## src/sv/mbe_pkg.sv

```systemverilog
// shared types, constants and helpers for the escape-time pixel evaluator
`timescale 1ns / 1ps
`default_nettype none

package mbe_pkg;

    localparam int FX_BITS       = 32;
    localparam int PROD_BITS     = 64;
    localparam int WIDE_BITS     = 66;
    localparam int MUL_OP_BITS   = 33;
    localparam int REG_BITS      = 31;
    localparam int CFG_DATA_BITS = 32;
    localparam int CFG_ADDR_BITS = 2;

    localparam int DEF_COORD_BITS = 12;
    localparam int DEF_FRAC_BITS  = 24;
    localparam int DEF_ITER_BITS  = 16;
    localparam int DEF_ITER_LIMIT = 32;
    // default window: 4.0 wide over this many pixel steps
    localparam int WIN_PIXELS     = 479;
    localparam int DEF_HALF_WIDTH = 2;
    localparam int DEF_ESCAPE     = 4;

    typedef enum logic [CFG_ADDR_BITS-1:0] {
        CFG_ZOOM  = 2'd0,
        CFG_STEP  = 2'd1,
        CFG_ESC   = 2'd2,
        CFG_LIMIT = 2'd3
    } cfg_idx_t;

    typedef enum logic [3:0] {
        S_IDLE,
        S_MCX,
        S_MCY,
        S_CY,
        S_SQX,
        S_SQY,
        S_TEST,
        S_UPD,
        S_DONE
    } state_t;

    typedef enum logic [2:0] {
        MUL_STEP_COL,
        MUL_STEP_ROW,
        MUL_XX,
        MUL_YY,
        MUL_XY
    } mul_sel_t;

    typedef struct packed {
        logic     en;
        mul_sel_t sel;
    } mul_ctl_t;

    // clamp a wide signed value to the signed fixed-point word
    function automatic logic signed [FX_BITS-1:0] sat_fx(input logic signed [WIDE_BITS-1:0] v);
        logic signed [FX_BITS-1:0] r;
        begin
            if (!v[WIDE_BITS-1] && (|v[WIDE_BITS-2:FX_BITS-1]))
            begin
                r = {1'b0, {(FX_BITS-1){1'b1}}};
            end
            else if (v[WIDE_BITS-1] && !(&v[WIDE_BITS-2:FX_BITS-1]))
            begin
                r = {1'b1, {(FX_BITS-1){1'b0}}};
            end
            else
            begin
                r = v[FX_BITS-1:0];
            end
            return r;
        end
    endfunction

endpackage

`default_nettype wire

```

## src/sv/mbe_in_if.sv

```systemverilog
// pixel coordinate input channel
`timescale 1ns / 1ps
`default_nettype none

interface mbe_in_if #(
    parameter int COORD_BITS = 12
);
    logic                  valid;
    logic                  ready;
    logic [COORD_BITS-1:0] col;
    logic [COORD_BITS-1:0] row;

    modport source (output valid, output col, output row, input ready);
    modport sink   (input valid, input col, input row, output ready);
endinterface

`default_nettype wire

```

## src/sv/mbe_out_if.sv

```systemverilog
// pixel result output channel
`timescale 1ns / 1ps
`default_nettype none

interface mbe_out_if #(
    parameter int COORD_BITS = 12,
    parameter int ITER_BITS  = 16
);
    logic                  valid;
    logic                  ready;
    logic [COORD_BITS-1:0] out_col;
    logic [COORD_BITS-1:0] out_row;
    logic                  escaped;
    logic [ITER_BITS-2:0]  colour;

    modport source (output valid, output out_col, output out_row, output escaped,
                    output colour, input ready);
    modport sink   (input valid, input out_col, input out_row, input escaped,
                    input colour, output ready);
endinterface

`default_nettype wire

```

## src/sv/mbe_cfg_if.sv

```systemverilog
// register write channel
`timescale 1ns / 1ps
`default_nettype none

interface mbe_cfg_if #(
    parameter int ADDR_BITS = 2,
    parameter int DATA_BITS = 32
);
    logic                 valid;
    logic                 ready;
    logic [ADDR_BITS-1:0] addr;
    logic [DATA_BITS-1:0] data;

    modport source (output valid, output addr, output data, input ready);
    modport sink   (input valid, input addr, input data, output ready);
endinterface

`default_nettype wire

```

## src/sv/mbe_cfg_regs.sv

```systemverilog
// configuration register bank
`timescale 1ns / 1ps
`default_nettype none

module mbe_cfg_regs
    import mbe_pkg::*;
#(
    parameter int                  ITER_BITS = DEF_ITER_BITS,
    parameter logic [REG_BITS-1:0] ZOOM_RST  = '0,
    parameter logic [REG_BITS-1:0] STEP_RST  = '0,
    parameter logic [REG_BITS-1:0] ESC_RST   = '0,
    parameter logic [ITER_BITS-1:0] LIMIT_RST = '0
)(
    input  wire logic                 clk,
    input  wire logic                 rst_n,
    mbe_cfg_if.sink                   cfg,
    output logic [REG_BITS-1:0]       zoom,
    output logic [REG_BITS-1:0]       step,
    output logic [REG_BITS-1:0]       esc,
    output logic [ITER_BITS-1:0]      limit
);

    logic [REG_BITS-1:0]  zoom_reg;
    logic [REG_BITS-1:0]  step_reg;
    logic [REG_BITS-1:0]  esc_reg;
    logic [ITER_BITS-1:0] limit_reg;

    assign cfg.ready = 1'b1;

    always_ff @(posedge clk or negedge rst_n)
    begin
        if (!rst_n)
        begin
            zoom_reg  <= ZOOM_RST;
            step_reg  <= STEP_RST;
            esc_reg   <= ESC_RST;
            limit_reg <= LIMIT_RST;
        end
        else if (cfg.valid)
        begin
            case (cfg_idx_t'(cfg.addr))
                CFG_ZOOM:  zoom_reg  <= cfg.data[REG_BITS-1:0];
                CFG_STEP:  step_reg  <= cfg.data[REG_BITS-1:0];
                CFG_ESC:   esc_reg   <= cfg.data[REG_BITS-1:0];
                CFG_LIMIT: limit_reg <= cfg.data[ITER_BITS-1:0];
                default:   ;
            endcase
        end
    end

    assign zoom  = zoom_reg;
    assign step  = step_reg;
    assign esc   = esc_reg;
    assign limit = limit_reg;

endmodule

`default_nettype wire

```

## src/sv/mbe_mul.sv

```systemverilog
// shared signed multiplier with operand select and registered product
`timescale 1ns / 1ps
`default_nettype none

module mbe_mul
    import mbe_pkg::*;
#(
    parameter int COORD_BITS = DEF_COORD_BITS
)(
    input  wire logic                          clk,
    input  wire mul_ctl_t                      ctl,
    input  wire logic [REG_BITS-1:0]           step,
    input  wire logic [COORD_BITS-1:0]         col,
    input  wire logic [COORD_BITS-1:0]         row,
    input  wire logic signed [FX_BITS-1:0]     x,
    input  wire logic signed [FX_BITS-1:0]     y,
    output logic signed [PROD_BITS-1:0]        prod
);

    logic signed [MUL_OP_BITS-1:0]   op_a;
    logic signed [MUL_OP_BITS-1:0]   op_b;
    logic signed [2*MUL_OP_BITS-1:0] full;
    logic signed [PROD_BITS-1:0]     prod_reg;

    always_comb
    begin
        op_a = {{(MUL_OP_BITS-REG_BITS){1'b0}}, step};
        op_b = {{(MUL_OP_BITS-COORD_BITS){1'b0}}, col};
        case (ctl.sel)
            MUL_STEP_COL:
            begin
                op_a = {{(MUL_OP_BITS-REG_BITS){1'b0}}, step};
                op_b = {{(MUL_OP_BITS-COORD_BITS){1'b0}}, col};
            end
            MUL_STEP_ROW:
            begin
                op_a = {{(MUL_OP_BITS-REG_BITS){1'b0}}, step};
                op_b = {{(MUL_OP_BITS-COORD_BITS){1'b0}}, row};
            end
            MUL_XX:
            begin
                op_a = {x[FX_BITS-1], x};
                op_b = {x[FX_BITS-1], x};
            end
            MUL_YY:
            begin
                op_a = {y[FX_BITS-1], y};
                op_b = {y[FX_BITS-1], y};
            end
            MUL_XY:
            begin
                op_a = {x[FX_BITS-1], x};
                op_b = {y[FX_BITS-1], y};
            end
            default:
            begin
                op_a = '0;
                op_b = '0;
            end
        endcase
    end

    assign full = op_a * op_b;

    always_ff @(posedge clk)
    begin
        if (ctl.en)
        begin
            prod_reg <= full[PROD_BITS-1:0];
        end
    end

    assign prod = prod_reg;

endmodule

`default_nettype wire

```

## src/sv/mbe_core.sv

```systemverilog
// iteration sequencer, fixed-point datapath and result register
`timescale 1ns / 1ps
`default_nettype none

module mbe_core
    import mbe_pkg::*;
#(
    parameter int COORD_BITS = DEF_COORD_BITS,
    parameter int FRAC_BITS  = DEF_FRAC_BITS,
    parameter int ITER_BITS  = DEF_ITER_BITS
)(
    input  wire logic                      clk,
    input  wire logic                      rst_n,
    mbe_in_if.sink                         pix_in,
    mbe_out_if.source                      pix_out,
    input  wire logic [REG_BITS-1:0]       zoom,
    input  wire logic [REG_BITS-1:0]       esc,
    input  wire logic [ITER_BITS-1:0]      limit,
    input  wire logic signed [PROD_BITS-1:0] prod,
    output mul_ctl_t                       mul_ctl,
    output logic [COORD_BITS-1:0]          col,
    output logic [COORD_BITS-1:0]          row,
    output logic signed [FX_BITS-1:0]      x,
    output logic signed [FX_BITS-1:0]      y
);

    localparam int MAG_BITS = PROD_BITS - FRAC_BITS;

    state_t state_reg;
    state_t state_next;

    logic [COORD_BITS-1:0]         col_reg;
    logic [COORD_BITS-1:0]         row_reg;
    logic signed [FX_BITS-1:0]     cx_reg;
    logic signed [FX_BITS-1:0]     cy_reg;
    logic signed [FX_BITS-1:0]     x_reg;
    logic signed [FX_BITS-1:0]     y_reg;
    logic signed [PROD_BITS-1:0]   xx_reg;
    logic signed [PROD_BITS-1:0]   diff_reg;
    logic [ITER_BITS-1:0]          iter_reg;
    logic                          esc_flag_reg;

    logic                          out_valid_reg;
    logic [COORD_BITS-1:0]         out_col_reg;
    logic [COORD_BITS-1:0]         out_row_reg;
    logic                          escaped_reg;
    logic [ITER_BITS-2:0]          colour_reg;

    logic                          in_ready;
    logic                          done_load;

    logic signed [WIDE_BITS-1:0]   cx_wide;
    logic signed [WIDE_BITS-1:0]   cy_wide;
    logic [PROD_BITS-1:0]          mag_sum;
    logic [MAG_BITS-1:0]           mag;
    logic [MAG_BITS-1:0]           esc_ext;
    logic                          keep_going;
    logic signed [PROD_BITS-1:0]   diff_w;
    logic signed [PROD_BITS-1:0]   diff_sh;
    logic signed [PROD_BITS-1:0]   xy_sh;
    logic signed [WIDE_BITS-1:0]   nx_wide;
    logic signed [WIDE_BITS-1:0]   ny_wide;

    // c from pixel coordinates, product is never negative here
    assign cx_wide = {{(WIDE_BITS-PROD_BITS){prod[PROD_BITS-1]}}, prod}
                   - {{(WIDE_BITS-REG_BITS){1'b0}}, zoom};
    assign cy_wide = {{(WIDE_BITS-REG_BITS){1'b0}}, zoom}
                   - {{(WIDE_BITS-PROD_BITS){prod[PROD_BITS-1]}}, prod};

    // squared magnitude, both squares non-negative so the sum fits unsigned
    assign mag_sum    = xx_reg + prod;
    assign mag        = mag_sum[PROD_BITS-1:FRAC_BITS];
    assign esc_ext    = MAG_BITS'(esc);
    assign keep_going = (iter_reg < limit) && (mag < esc_ext);
    assign diff_w     = xx_reg - prod;

    // floor shifts back to the fixed-point scale, then add c
    assign diff_sh = diff_reg >>> FRAC_BITS;
    assign xy_sh   = prod >>> (FRAC_BITS - 1);
    assign nx_wide = {{(WIDE_BITS-PROD_BITS){diff_sh[PROD_BITS-1]}}, diff_sh}
                   + {{(WIDE_BITS-FX_BITS){cx_reg[FX_BITS-1]}}, cx_reg};
    assign ny_wide = {{(WIDE_BITS-PROD_BITS){xy_sh[PROD_BITS-1]}}, xy_sh}
                   + {{(WIDE_BITS-FX_BITS){cy_reg[FX_BITS-1]}}, cy_reg};

    always_comb
    begin
        state_next = state_reg;
        case (state_reg)
            S_IDLE:
            begin
                if (pix_in.valid)
                begin
                    state_next = S_MCX;
                end
            end
            S_MCX:  state_next = S_MCY;
            S_MCY:  state_next = S_CY;
            S_CY:   state_next = S_SQX;
            S_SQX:  state_next = S_SQY;
            S_SQY:  state_next = S_TEST;
            S_TEST: state_next = keep_going ? S_UPD : S_DONE;
            S_UPD:  state_next = S_SQX;
            S_DONE:
            begin
                if (done_load)
                begin
                    state_next = S_IDLE;
                end
            end
            default: state_next = S_IDLE;
        endcase
    end

    always_comb
    begin
        in_ready    = 1'b0;
        done_load   = 1'b0;
        mul_ctl.en  = 1'b0;
        mul_ctl.sel = MUL_XX;
        case (state_reg)
            S_IDLE: in_ready = 1'b1;
            S_MCX:
            begin
                mul_ctl.en  = 1'b1;
                mul_ctl.sel = MUL_STEP_COL;
            end
            S_MCY:
            begin
                mul_ctl.en  = 1'b1;
                mul_ctl.sel = MUL_STEP_ROW;
            end
            S_SQX:
            begin
                mul_ctl.en  = 1'b1;
                mul_ctl.sel = MUL_XX;
            end
            S_SQY:
            begin
                mul_ctl.en  = 1'b1;
                mul_ctl.sel = MUL_YY;
            end
            S_TEST:
            begin
                mul_ctl.en  = 1'b1;
                mul_ctl.sel = MUL_XY;
            end
            S_DONE: done_load = !out_valid_reg || pix_out.ready;
            default: ;
        endcase
    end

    always_ff @(posedge clk or negedge rst_n)
    begin
        if (!rst_n)
        begin
            state_reg     <= S_IDLE;
            out_valid_reg <= 1'b0;
        end
        else
        begin
            state_reg <= state_next;
            if (done_load)
            begin
                out_valid_reg <= 1'b1;
            end
            else if (pix_out.ready)
            begin
                out_valid_reg <= 1'b0;
            end
        end
    end

    always_ff @(posedge clk)
    begin
        case (state_reg)
            S_IDLE:
            begin
                col_reg <= pix_in.col;
                row_reg <= pix_in.row;
            end
            S_MCY:  cx_reg <= sat_fx(cx_wide);
            S_CY:
            begin
                cy_reg   <= sat_fx(cy_wide);
                x_reg    <= '0;
                y_reg    <= '0;
                iter_reg <= '0;
            end
            S_SQY:  xx_reg <= prod;
            S_TEST:
            begin
                diff_reg     <= diff_w;
                esc_flag_reg <= mag > esc_ext;
            end
            S_UPD:
            begin
                x_reg    <= sat_fx(nx_wide);
                y_reg    <= sat_fx(ny_wide);
                iter_reg <= iter_reg + 1'b1;
            end
            default: ;
        endcase
        if (done_load)
        begin
            out_col_reg <= col_reg;
            out_row_reg <= row_reg;
            escaped_reg <= esc_flag_reg;
            colour_reg  <= iter_reg[ITER_BITS-1:1];
        end
    end

    assign pix_in.ready    = in_ready;
    assign pix_out.valid   = out_valid_reg;
    assign pix_out.out_col = out_col_reg;
    assign pix_out.out_row = out_row_reg;
    assign pix_out.escaped = escaped_reg;
    assign pix_out.colour  = colour_reg;

    assign col = col_reg;
    assign row = row_reg;
    assign x   = x_reg;
    assign y   = y_reg;

    // an update only runs after the count test passed
    a_iter_bound: assert property (@(posedge clk) disable iff (!rst_n)
        state_reg == S_UPD |-> iter_reg < limit)
        else $error("iteration count past limit in update");

    // a finished result waits while the output word is still held
    a_done_hold: assert property (@(posedge clk) disable iff (!rst_n)
        (state_reg == S_DONE && out_valid_reg && !pix_out.ready) |=> state_reg == S_DONE)
        else $error("result overwrote a pending output word");

    // an accepted pixel starts the coordinate products
    a_start: assert property (@(posedge clk) disable iff (!rst_n)
        (pix_in.valid && pix_in.ready) |=> state_reg == S_MCX)
        else $error("accepted pixel did not start");

    // the output word is only loaded from the done state
    a_load_src: assert property (@(posedge clk) disable iff (!rst_n)
        $rose(out_valid_reg) |-> $past(state_reg) == S_DONE)
        else $error("output word loaded outside done state");

endmodule

`default_nettype wire

```

## src/sv/mandelbrot_escape_time_top.sv

```systemverilog
// escape-time pixel evaluator, top level
// usage:
//   pix_in  : one word per pixel (col, row); ready only while the evaluator is idle
//   pix_out : one word per pixel (out_col, out_row, escaped, colour)
//   cfg     : register writes (addr 0 half width, 1 pixel step, 2 escape value,
//             3 iteration limit); always ready, write only while idle
// c = (step*col - zoom, zoom - step*row) in signed fixed point with FRAC_BITS
// fraction bits; z = z*z + c is iterated from zero until the count reaches the
// limit or |z|^2 is no longer below the escape value
// all products go through one shared 33x33 multiplier, at most one product per
// cycle: step*col and step*row to form c, then per iteration x*x, y*y and x*y
// with the escape test, followed by the z update; the last pass ends at the test
// and the result is then loaded into the output register
// pix_in ready returns in the cycle after the result is loaded
// the result sits in an output register, so a new pixel is accepted while a
// stalled result still waits; a second result waits in the done state until
// the receiver takes the first
// reset clears the sequencer and output valid and loads the default registers
// (half width 2.0, step 4/479, escape 4.0, limit 32)
`timescale 1ns / 1ps
`default_nettype none

module mandelbrot_escape_time_top
    import mbe_pkg::*;
#(
    parameter int COORD_BITS = DEF_COORD_BITS,
    parameter int FRAC_BITS  = DEF_FRAC_BITS,
    parameter int ITER_BITS  = DEF_ITER_BITS
)(
    input  wire logic   clk,
    input  wire logic   rst_n,
    mbe_in_if.sink      pix_in,
    mbe_out_if.source   pix_out,
    mbe_cfg_if.sink     cfg
);

    // register reset values scale with the fraction width
    localparam logic [REG_BITS-1:0] ZOOM_RST =
        REG_BITS'(64'(DEF_HALF_WIDTH) << FRAC_BITS);
    localparam logic [REG_BITS-1:0] STEP_RST =
        REG_BITS'((64'(2 * DEF_HALF_WIDTH) << FRAC_BITS) / WIN_PIXELS);
    localparam logic [REG_BITS-1:0] ESC_RST =
        REG_BITS'(64'(DEF_ESCAPE) << FRAC_BITS);
    localparam logic [ITER_BITS-1:0] LIMIT_RST = ITER_BITS'(DEF_ITER_LIMIT);

    logic [REG_BITS-1:0]          zoom;
    logic [REG_BITS-1:0]          step;
    logic [REG_BITS-1:0]          esc;
    logic [ITER_BITS-1:0]         limit;
    mul_ctl_t                     mul_ctl;
    logic signed [PROD_BITS-1:0]  prod;
    logic [COORD_BITS-1:0]        col;
    logic [COORD_BITS-1:0]        row;
    logic signed [FX_BITS-1:0]    x;
    logic signed [FX_BITS-1:0]    y;

    // configuration registers
    mbe_cfg_regs #(
        .ITER_BITS (ITER_BITS),
        .ZOOM_RST  (ZOOM_RST),
        .STEP_RST  (STEP_RST),
        .ESC_RST   (ESC_RST),
        .LIMIT_RST (LIMIT_RST)
    ) u_cfg (
        .clk   (clk),
        .rst_n (rst_n),
        .cfg   (cfg),
        .zoom  (zoom),
        .step  (step),
        .esc   (esc),
        .limit (limit)
    );

    // shared multiplier, product valid the cycle after it is issued
    mbe_mul #(
        .COORD_BITS (COORD_BITS)
    ) u_mul (
        .clk  (clk),
        .ctl  (mul_ctl),
        .step (step),
        .col  (col),
        .row  (row),
        .x    (x),
        .y    (y),
        .prod (prod)
    );

    // sequencer, z update, escape test and output register
    mbe_core #(
        .COORD_BITS (COORD_BITS),
        .FRAC_BITS  (FRAC_BITS),
        .ITER_BITS  (ITER_BITS)
    ) u_core (
        .clk     (clk),
        .rst_n   (rst_n),
        .pix_in  (pix_in),
        .pix_out (pix_out),
        .zoom    (zoom),
        .esc     (esc),
        .limit   (limit),
        .prod    (prod),
        .mul_ctl (mul_ctl),
        .col     (col),
        .row     (row),
        .x       (x),
        .y       (y)
    );

endmodule

`default_nettype wire
```

## src/flat_wrapper.sv

```systemverilog
// flat-port wrapper written by rule: the top's interface ports become plain ports
module mandelbrot_escape_time_top_flat import mbe_pkg::*;
#(
    parameter int COORD_BITS = DEF_COORD_BITS,
    parameter int FRAC_BITS  = DEF_FRAC_BITS,
    parameter int ITER_BITS  = DEF_ITER_BITS
)
  (clk, rst_n, pix_in_valid, pix_in_col, pix_in_row, pix_in_ready, pix_out_valid, pix_out_out_col, pix_out_out_row, pix_out_escaped, pix_out_colour, pix_out_ready, cfg_valid, cfg_addr, cfg_data, cfg_ready);
  mbe_in_if #(.COORD_BITS(COORD_BITS)) pix_in_i ();
  mbe_out_if #(.COORD_BITS(COORD_BITS), .ITER_BITS(ITER_BITS)) pix_out_i ();
  mbe_cfg_if cfg_i ();
  input  wire logic clk;
  input  wire logic rst_n;
  input wire logic [$bits(pix_in_i.valid)-1:0] pix_in_valid;
  input wire logic [$bits(pix_in_i.col)-1:0] pix_in_col;
  input wire logic [$bits(pix_in_i.row)-1:0] pix_in_row;
  output wire logic [$bits(pix_in_i.ready)-1:0] pix_in_ready;
  output wire logic [$bits(pix_out_i.valid)-1:0] pix_out_valid;
  output wire logic [$bits(pix_out_i.out_col)-1:0] pix_out_out_col;
  output wire logic [$bits(pix_out_i.out_row)-1:0] pix_out_out_row;
  output wire logic [$bits(pix_out_i.escaped)-1:0] pix_out_escaped;
  output wire logic [$bits(pix_out_i.colour)-1:0] pix_out_colour;
  input wire logic [$bits(pix_out_i.ready)-1:0] pix_out_ready;
  input wire logic [$bits(cfg_i.valid)-1:0] cfg_valid;
  input wire logic [$bits(cfg_i.addr)-1:0] cfg_addr;
  input wire logic [$bits(cfg_i.data)-1:0] cfg_data;
  output wire logic [$bits(cfg_i.ready)-1:0] cfg_ready;
  assign pix_in_i.valid = pix_in_valid;
  assign pix_in_i.col = pix_in_col;
  assign pix_in_i.row = pix_in_row;
  assign pix_in_ready = pix_in_i.ready;
  assign pix_out_valid = pix_out_i.valid;
  assign pix_out_out_col = pix_out_i.out_col;
  assign pix_out_out_row = pix_out_i.out_row;
  assign pix_out_escaped = pix_out_i.escaped;
  assign pix_out_colour = pix_out_i.colour;
  assign pix_out_i.ready = pix_out_ready;
  assign cfg_i.valid = cfg_valid;
  assign cfg_i.addr = cfg_addr;
  assign cfg_i.data = cfg_data;
  assign cfg_ready = cfg_i.ready;
  mandelbrot_escape_time_top #(.COORD_BITS(COORD_BITS), .FRAC_BITS(FRAC_BITS), .ITER_BITS(ITER_BITS)) u_core (.clk(clk), .rst_n(rst_n), .pix_in(pix_in_i), .pix_out(pix_out_i), .cfg(cfg_i));
endmodule
```

## config.mk

```make
export PLATFORM = sky130hd
export DESIGN_NAME = mandelbrot_escape_time_top_flat
export DESIGN_NICKNAME = d
export VERILOG_FILES = /design/src/sv/mbe_pkg.sv /design/src/sv/mbe_in_if.sv /design/src/sv/mbe_out_if.sv /design/src/sv/mbe_cfg_if.sv /design/src/sv/mbe_cfg_regs.sv /design/src/sv/mbe_mul.sv /design/src/sv/mbe_core.sv /design/src/sv/mandelbrot_escape_time_top.sv /design/src/flat_wrapper.sv
export SDC_FILE = /design/constraint.sdc
export NUM_CORES = 2
export LEC_CHECK = 0
export ABC_AREA = 1
export ABC_CLOCK_PERIOD_IN_PS = 27200
export BUFFER_PORTS_ARGS = -buffer_cell sky130_fd_sc_hd__buf_2
export CORE_MARGIN = 8
export CORE_UTILIZATION = 55
export DETAILED_ROUTE_END_ITERATION = 8
export PLACE_DENSITY = 0.71
export SYNTH_ARGS = -nofsm -noshare
export SYNTH_HDL_FRONTEND = slang
export SYNTH_SLANG_ARGS = --single-unit
```

## constraint.sdc

```tcl
create_clock -name clk -period 27.2 [get_ports clk]
set_input_delay 4.08 -clock clk [delete_from_list [all_inputs] [get_ports clk]]
set_output_delay 4.08 -clock clk [all_outputs]
set_load 0.05 [all_outputs]
```

==> qor.csv <==
stage;metric;value;unit
status;status;complete, but fails checks;
status;failing checks;capacitance limit, slew limit;
timing;final hold viol count;0;
timing;Slew @ Worst Pin;1523;ps
timing;Max-slew headroom;-1.857;%
min_path;worst hold path type;register to register;
synth;Synth Area in Simple Gates;20.81;%
clocking;Clock Latency Late Sink;670;ps
setup_path;CP endpoint kind;register;
setup_path;Crit Path Max Fanout;28;
cells_and_area;cell area after layout;0.08150;mm²
floorplan;starting density of the core;55.32;%
routing;Initial DRT Pass Iterations;8;
synth;Post-Syn Area;0.07700;mm²
synth;Synth area leaders;fa_1 29%, edfxtp_1 15%, nand2_1 11%;
placement;DP Area;0.07960;mm²
routing;number of vias per cell;5.949;
synth;main combinational cell family by area after synthesis;adder cells;
setup_path;reg2reg path depth;35;
synth;synthesized area per cell;7.846;µm²
grt;all-layer global routing usage;41.12;%
synth;ys async rst share;23.22;%
synth;Synth Flop Type;edfxtp_1;
clocking;CTS Buffer Depth;3;
placement;RD Place Congestion;1.115;
timing;period utilization;45.31;%
setup_path;Reg2Reg Capture Point;u_core.u_mul.prod[57]$_DFFE_PN_;
placement;hpwl dp;267.0;mm
routing;WL met3;43.54;mm
synth;warnings from Yosys;0;
synth;syn_nets;11510;
setup_path;Critical Path Stages;35;
floorplan;core area;0.1392;mm²
synth;Syn Inst Count;9814;
synth;EDFF count, synth;377;
floorplan;Rows;137;
clocking;setup bufs post-CTS;0;
placement;DP Cell Count;11640;
cells_and_area;final std cells w/o fill;11750;
clocking;TritonCTS clock tree;done;
synth;Synth Register Bits;491;
floorplan;Die ar.;0.1522;mm²
clocking;Root Buffer;clkbuf_16;
setup_path;R2R Setup Slk;14870;ps
setup_path;Slowest Stage Delay on Critical Path;800;ps
routing;met2 routed WL;127.3;mm
clocking;CTS buffer count;51;
grt;gr ovfl total;0;
floorplan;# IOs;106;
timing;# setup viols final;0;
cells_and_area;layout cells sized above 1;5.520;%
floorplan;Die Span X;390.2;µm
routing;detailed-route DRC error count;0;
synth;part of the Yosys area used for sequential elements;18.42;%
synth;Cell variety after synth;70;
run;maxcap violations;2;
grt;vias in the first global route;69000;
synth;multiplexer share of the synthesized area;0;%
setup_path;Crit Path Category;register to register;
timing;Pins Over Slew Limit;2;
timing;post-layout minimum cycle time;12330;ps
synth;Synth area leader;fa_1;
synth;Post-Synth XOR/XNOR Area;3.297;%
placement;port buffer count;103;
setup_path;Critical Path RT;27650;ps
setup_path;Worst R2R Start;u_core.u_core.state_reg[0]$_DFFE_PN0P_;
grt;global-route wire length before repair;458.5;mm
routing;DRT antenna net count;0;
setup_path;CP arrival;12780;ps
timing;Final Worst Setup Slack;14870;ps
clocking;cts repair resizes;0;
setup_path;Setup crit end;u_core.u_mul.prod[57]$_DFFE_PN_;
setup_path;Buf/Inv on CP;12;
cells_and_area;NumNets Final;11510;
routing;wire per inst;27.00;µm
cells_and_area;synth-to-layout area growth;5.848;%
timing;RSZ-0062 raised after global routing;false;
setup_path;Worst setup SP type;register;
synth;area fraction in compound gates after synthesis;8.544;%
routing;uppermost layer routed;met5;
placement;Place WS;15420;ps
clocking;htree depth;2;
setup_path;slowest CP cell;clkinv_1;
setup_path;CP startpoint;u_core.u_core.state_reg[0]$_DFFE_PN0P_;
timing;highest clock rate;0.08113;GHz
grt;largest net degree at the start of global routing;72;
synth;Post-Synth Adder-Cell Area;37.38;%
synth;area share of the largest cell type after synthesis;28.83;%
timing;Setup TNS;0;ps
floorplan;Die Span Y;390.2;µm
routing;DR vias;69890;
clocking;Clock transition at path regs;70;ps
setup_path;CP dominant cell by count;fa_1;
routing;met1 WL;128.5;mm
routing;Post-Route WL;317.3;mm
timing;Clock Skew;38.46;ps
grt;initial antenna violation count;32;
clocking;hold-fix buffers at CTS;0;
setup_path;CP delay by family, top;adder cells;
routing;Initial DRC Count;9056;
clocking;clk sinks;491;
## Yosys cell counts, drive strengths merged, types with 70 or more instances
library cell	n
nand2	2280
inv	2015
nor2	1204
fa	1109
ha	526
a21oi	490
edfxtp	377
o21ai	368
nand3	293
xor2	219
clkbuf	190
dfrtp	104
buf	93
xnor2	70
## cell type report
cell class / instances / area, µm²
Inverter: 2025 / 7601
Fill cell: 12670 / 57690
Timing Repair Buffer: 228 / 1456
Multi-Input combinational cell: 7015 / 54010
Sequential cell: 491 / 14190
Clock inverter: 30 / 452.9
Tap cell: 1876 / 2347
Clock buffer: 66 / 1403
Antenna cell: 18 / 45.04
## worst min path at each step
stage / startpoint / end / slack, ps / cells after the start
final: u_core.u_core.col[11]$_DFFE_PP_ / u_core.u_core.pix_out.out_col[11]$_DFFE_PP_ / 450 / 0
after global routing: u_core.u_core.esc_flag_reg$_DFFE_PP_ / u_core.u_core.pix_out.escaped$_DFFE_PP_ / 460 / 0
after CTS: u_core.u_core.esc_flag_reg$_DFFE_PP_ / u_core.u_core.pix_out.escaped$_DFFE_PP_ / 450 / 0
after detailed placement: u_core.u_core.esc_flag_reg$_DFFE_PP_ / u_core.u_core.pix_out.escaped$_DFFE_PP_ / 430 / 0
after global placement: u_core.u_core.esc_flag_reg$_DFFE_PP_ / u_core.u_core.pix_out.escaped$_DFFE_PP_ / 410 / 0
after floorplan: u_core.u_core.esc_flag_reg$_DFFE_PP_ / u_core.u_core.pix_out.escaped$_DFFE_PP_ / 400 / 0
## layout by cell type, fill, tap and decap left out, types with 14 or more instances in the layout
master | Yosys | layout
nand3_1 | 283 | 280
a21oi_1 | 486 | 486
buf_2 | 63 | 102
inv_1 | 1963 | 1963
nor4_1 | 28 | 28
inv_2 | 52 | 52
nand2_1 | 2227 | 2226
clkbuf_16 | 0 | 51
ha_1 | 526 | 526
xnor2_1 | 70 | 70
nor2_1 | 1154 | 1149
a21o_1 | 40 | 39
a221oi_2 | 15 | 15
nor2_2 | 34 | 35
xor2_1 | 218 | 218
diode_2 | 0 | 18
and3_1 | 14 | 14
buf_4 | 17 | 126
o21bai_1 | 51 | 51
o21a_1 | 26 | 26
nand2_2 | 49 | 50
a21boi_0 | 16 | 16
edfxtp_1 | 377 | 377
dfrtp_1 | 104 | 104
nand4_1 | 47 | 47
nor3_1 | 55 | 55
o21ai_0 | 357 | 356
fa_1 | 1109 | 1109
o211ai_1 | 15 | 15
nor2_4 | 16 | 20
a31oi_1 | 60 | 60
## layer usage
layer	track usage, %	up-vias
li1	-	30080
met1	57.38	34300
met2	57.94	4623
met4	18.86	8
met5	0.09401	-
met3	13.61	876
## kinds of logic (layout without fill, tap and decap cells)
family	after synthesis	after routing
AND/OR/NAND/NOR	3951	3951
flip-flops	491	491
adder cells (fa/ha/maj)	1635	1635
AO/OA/AOI/OAI	1139	1139
other	1	19
buffers and inverters	2308	2349
XOR/XNOR	289	289
## worst register-to-register path: cells and delay by family (launching register included)
| kind | cells | cell delay, ps |
|---|---|---|
| flops | 1 | 410 |
| buf+inv | 12 | 2890 |
| compound gates | 5 | 1840 |
| simple gates | 8 | 2170 |
| xor+xnor | 1 | 320 |
| fa+ha+maj | 9 | 4510 |
## metrics by stage
step / utilization [%] / hold slack (ps)
6_report: 58.56 / 453.8
5_1_grt: 58.53 / 457.2
4_1_cts: 58.52 / 449.4
3_5_place_dp: 57.19 / 432.4
3_3_place_gp: 57.19 / 410.3
2_1_floorplan: - / 400.3
Power is left out: the tool's default activity adds up to more than one toggle a clock period on the data nets, which glitch-free logic cannot reach.
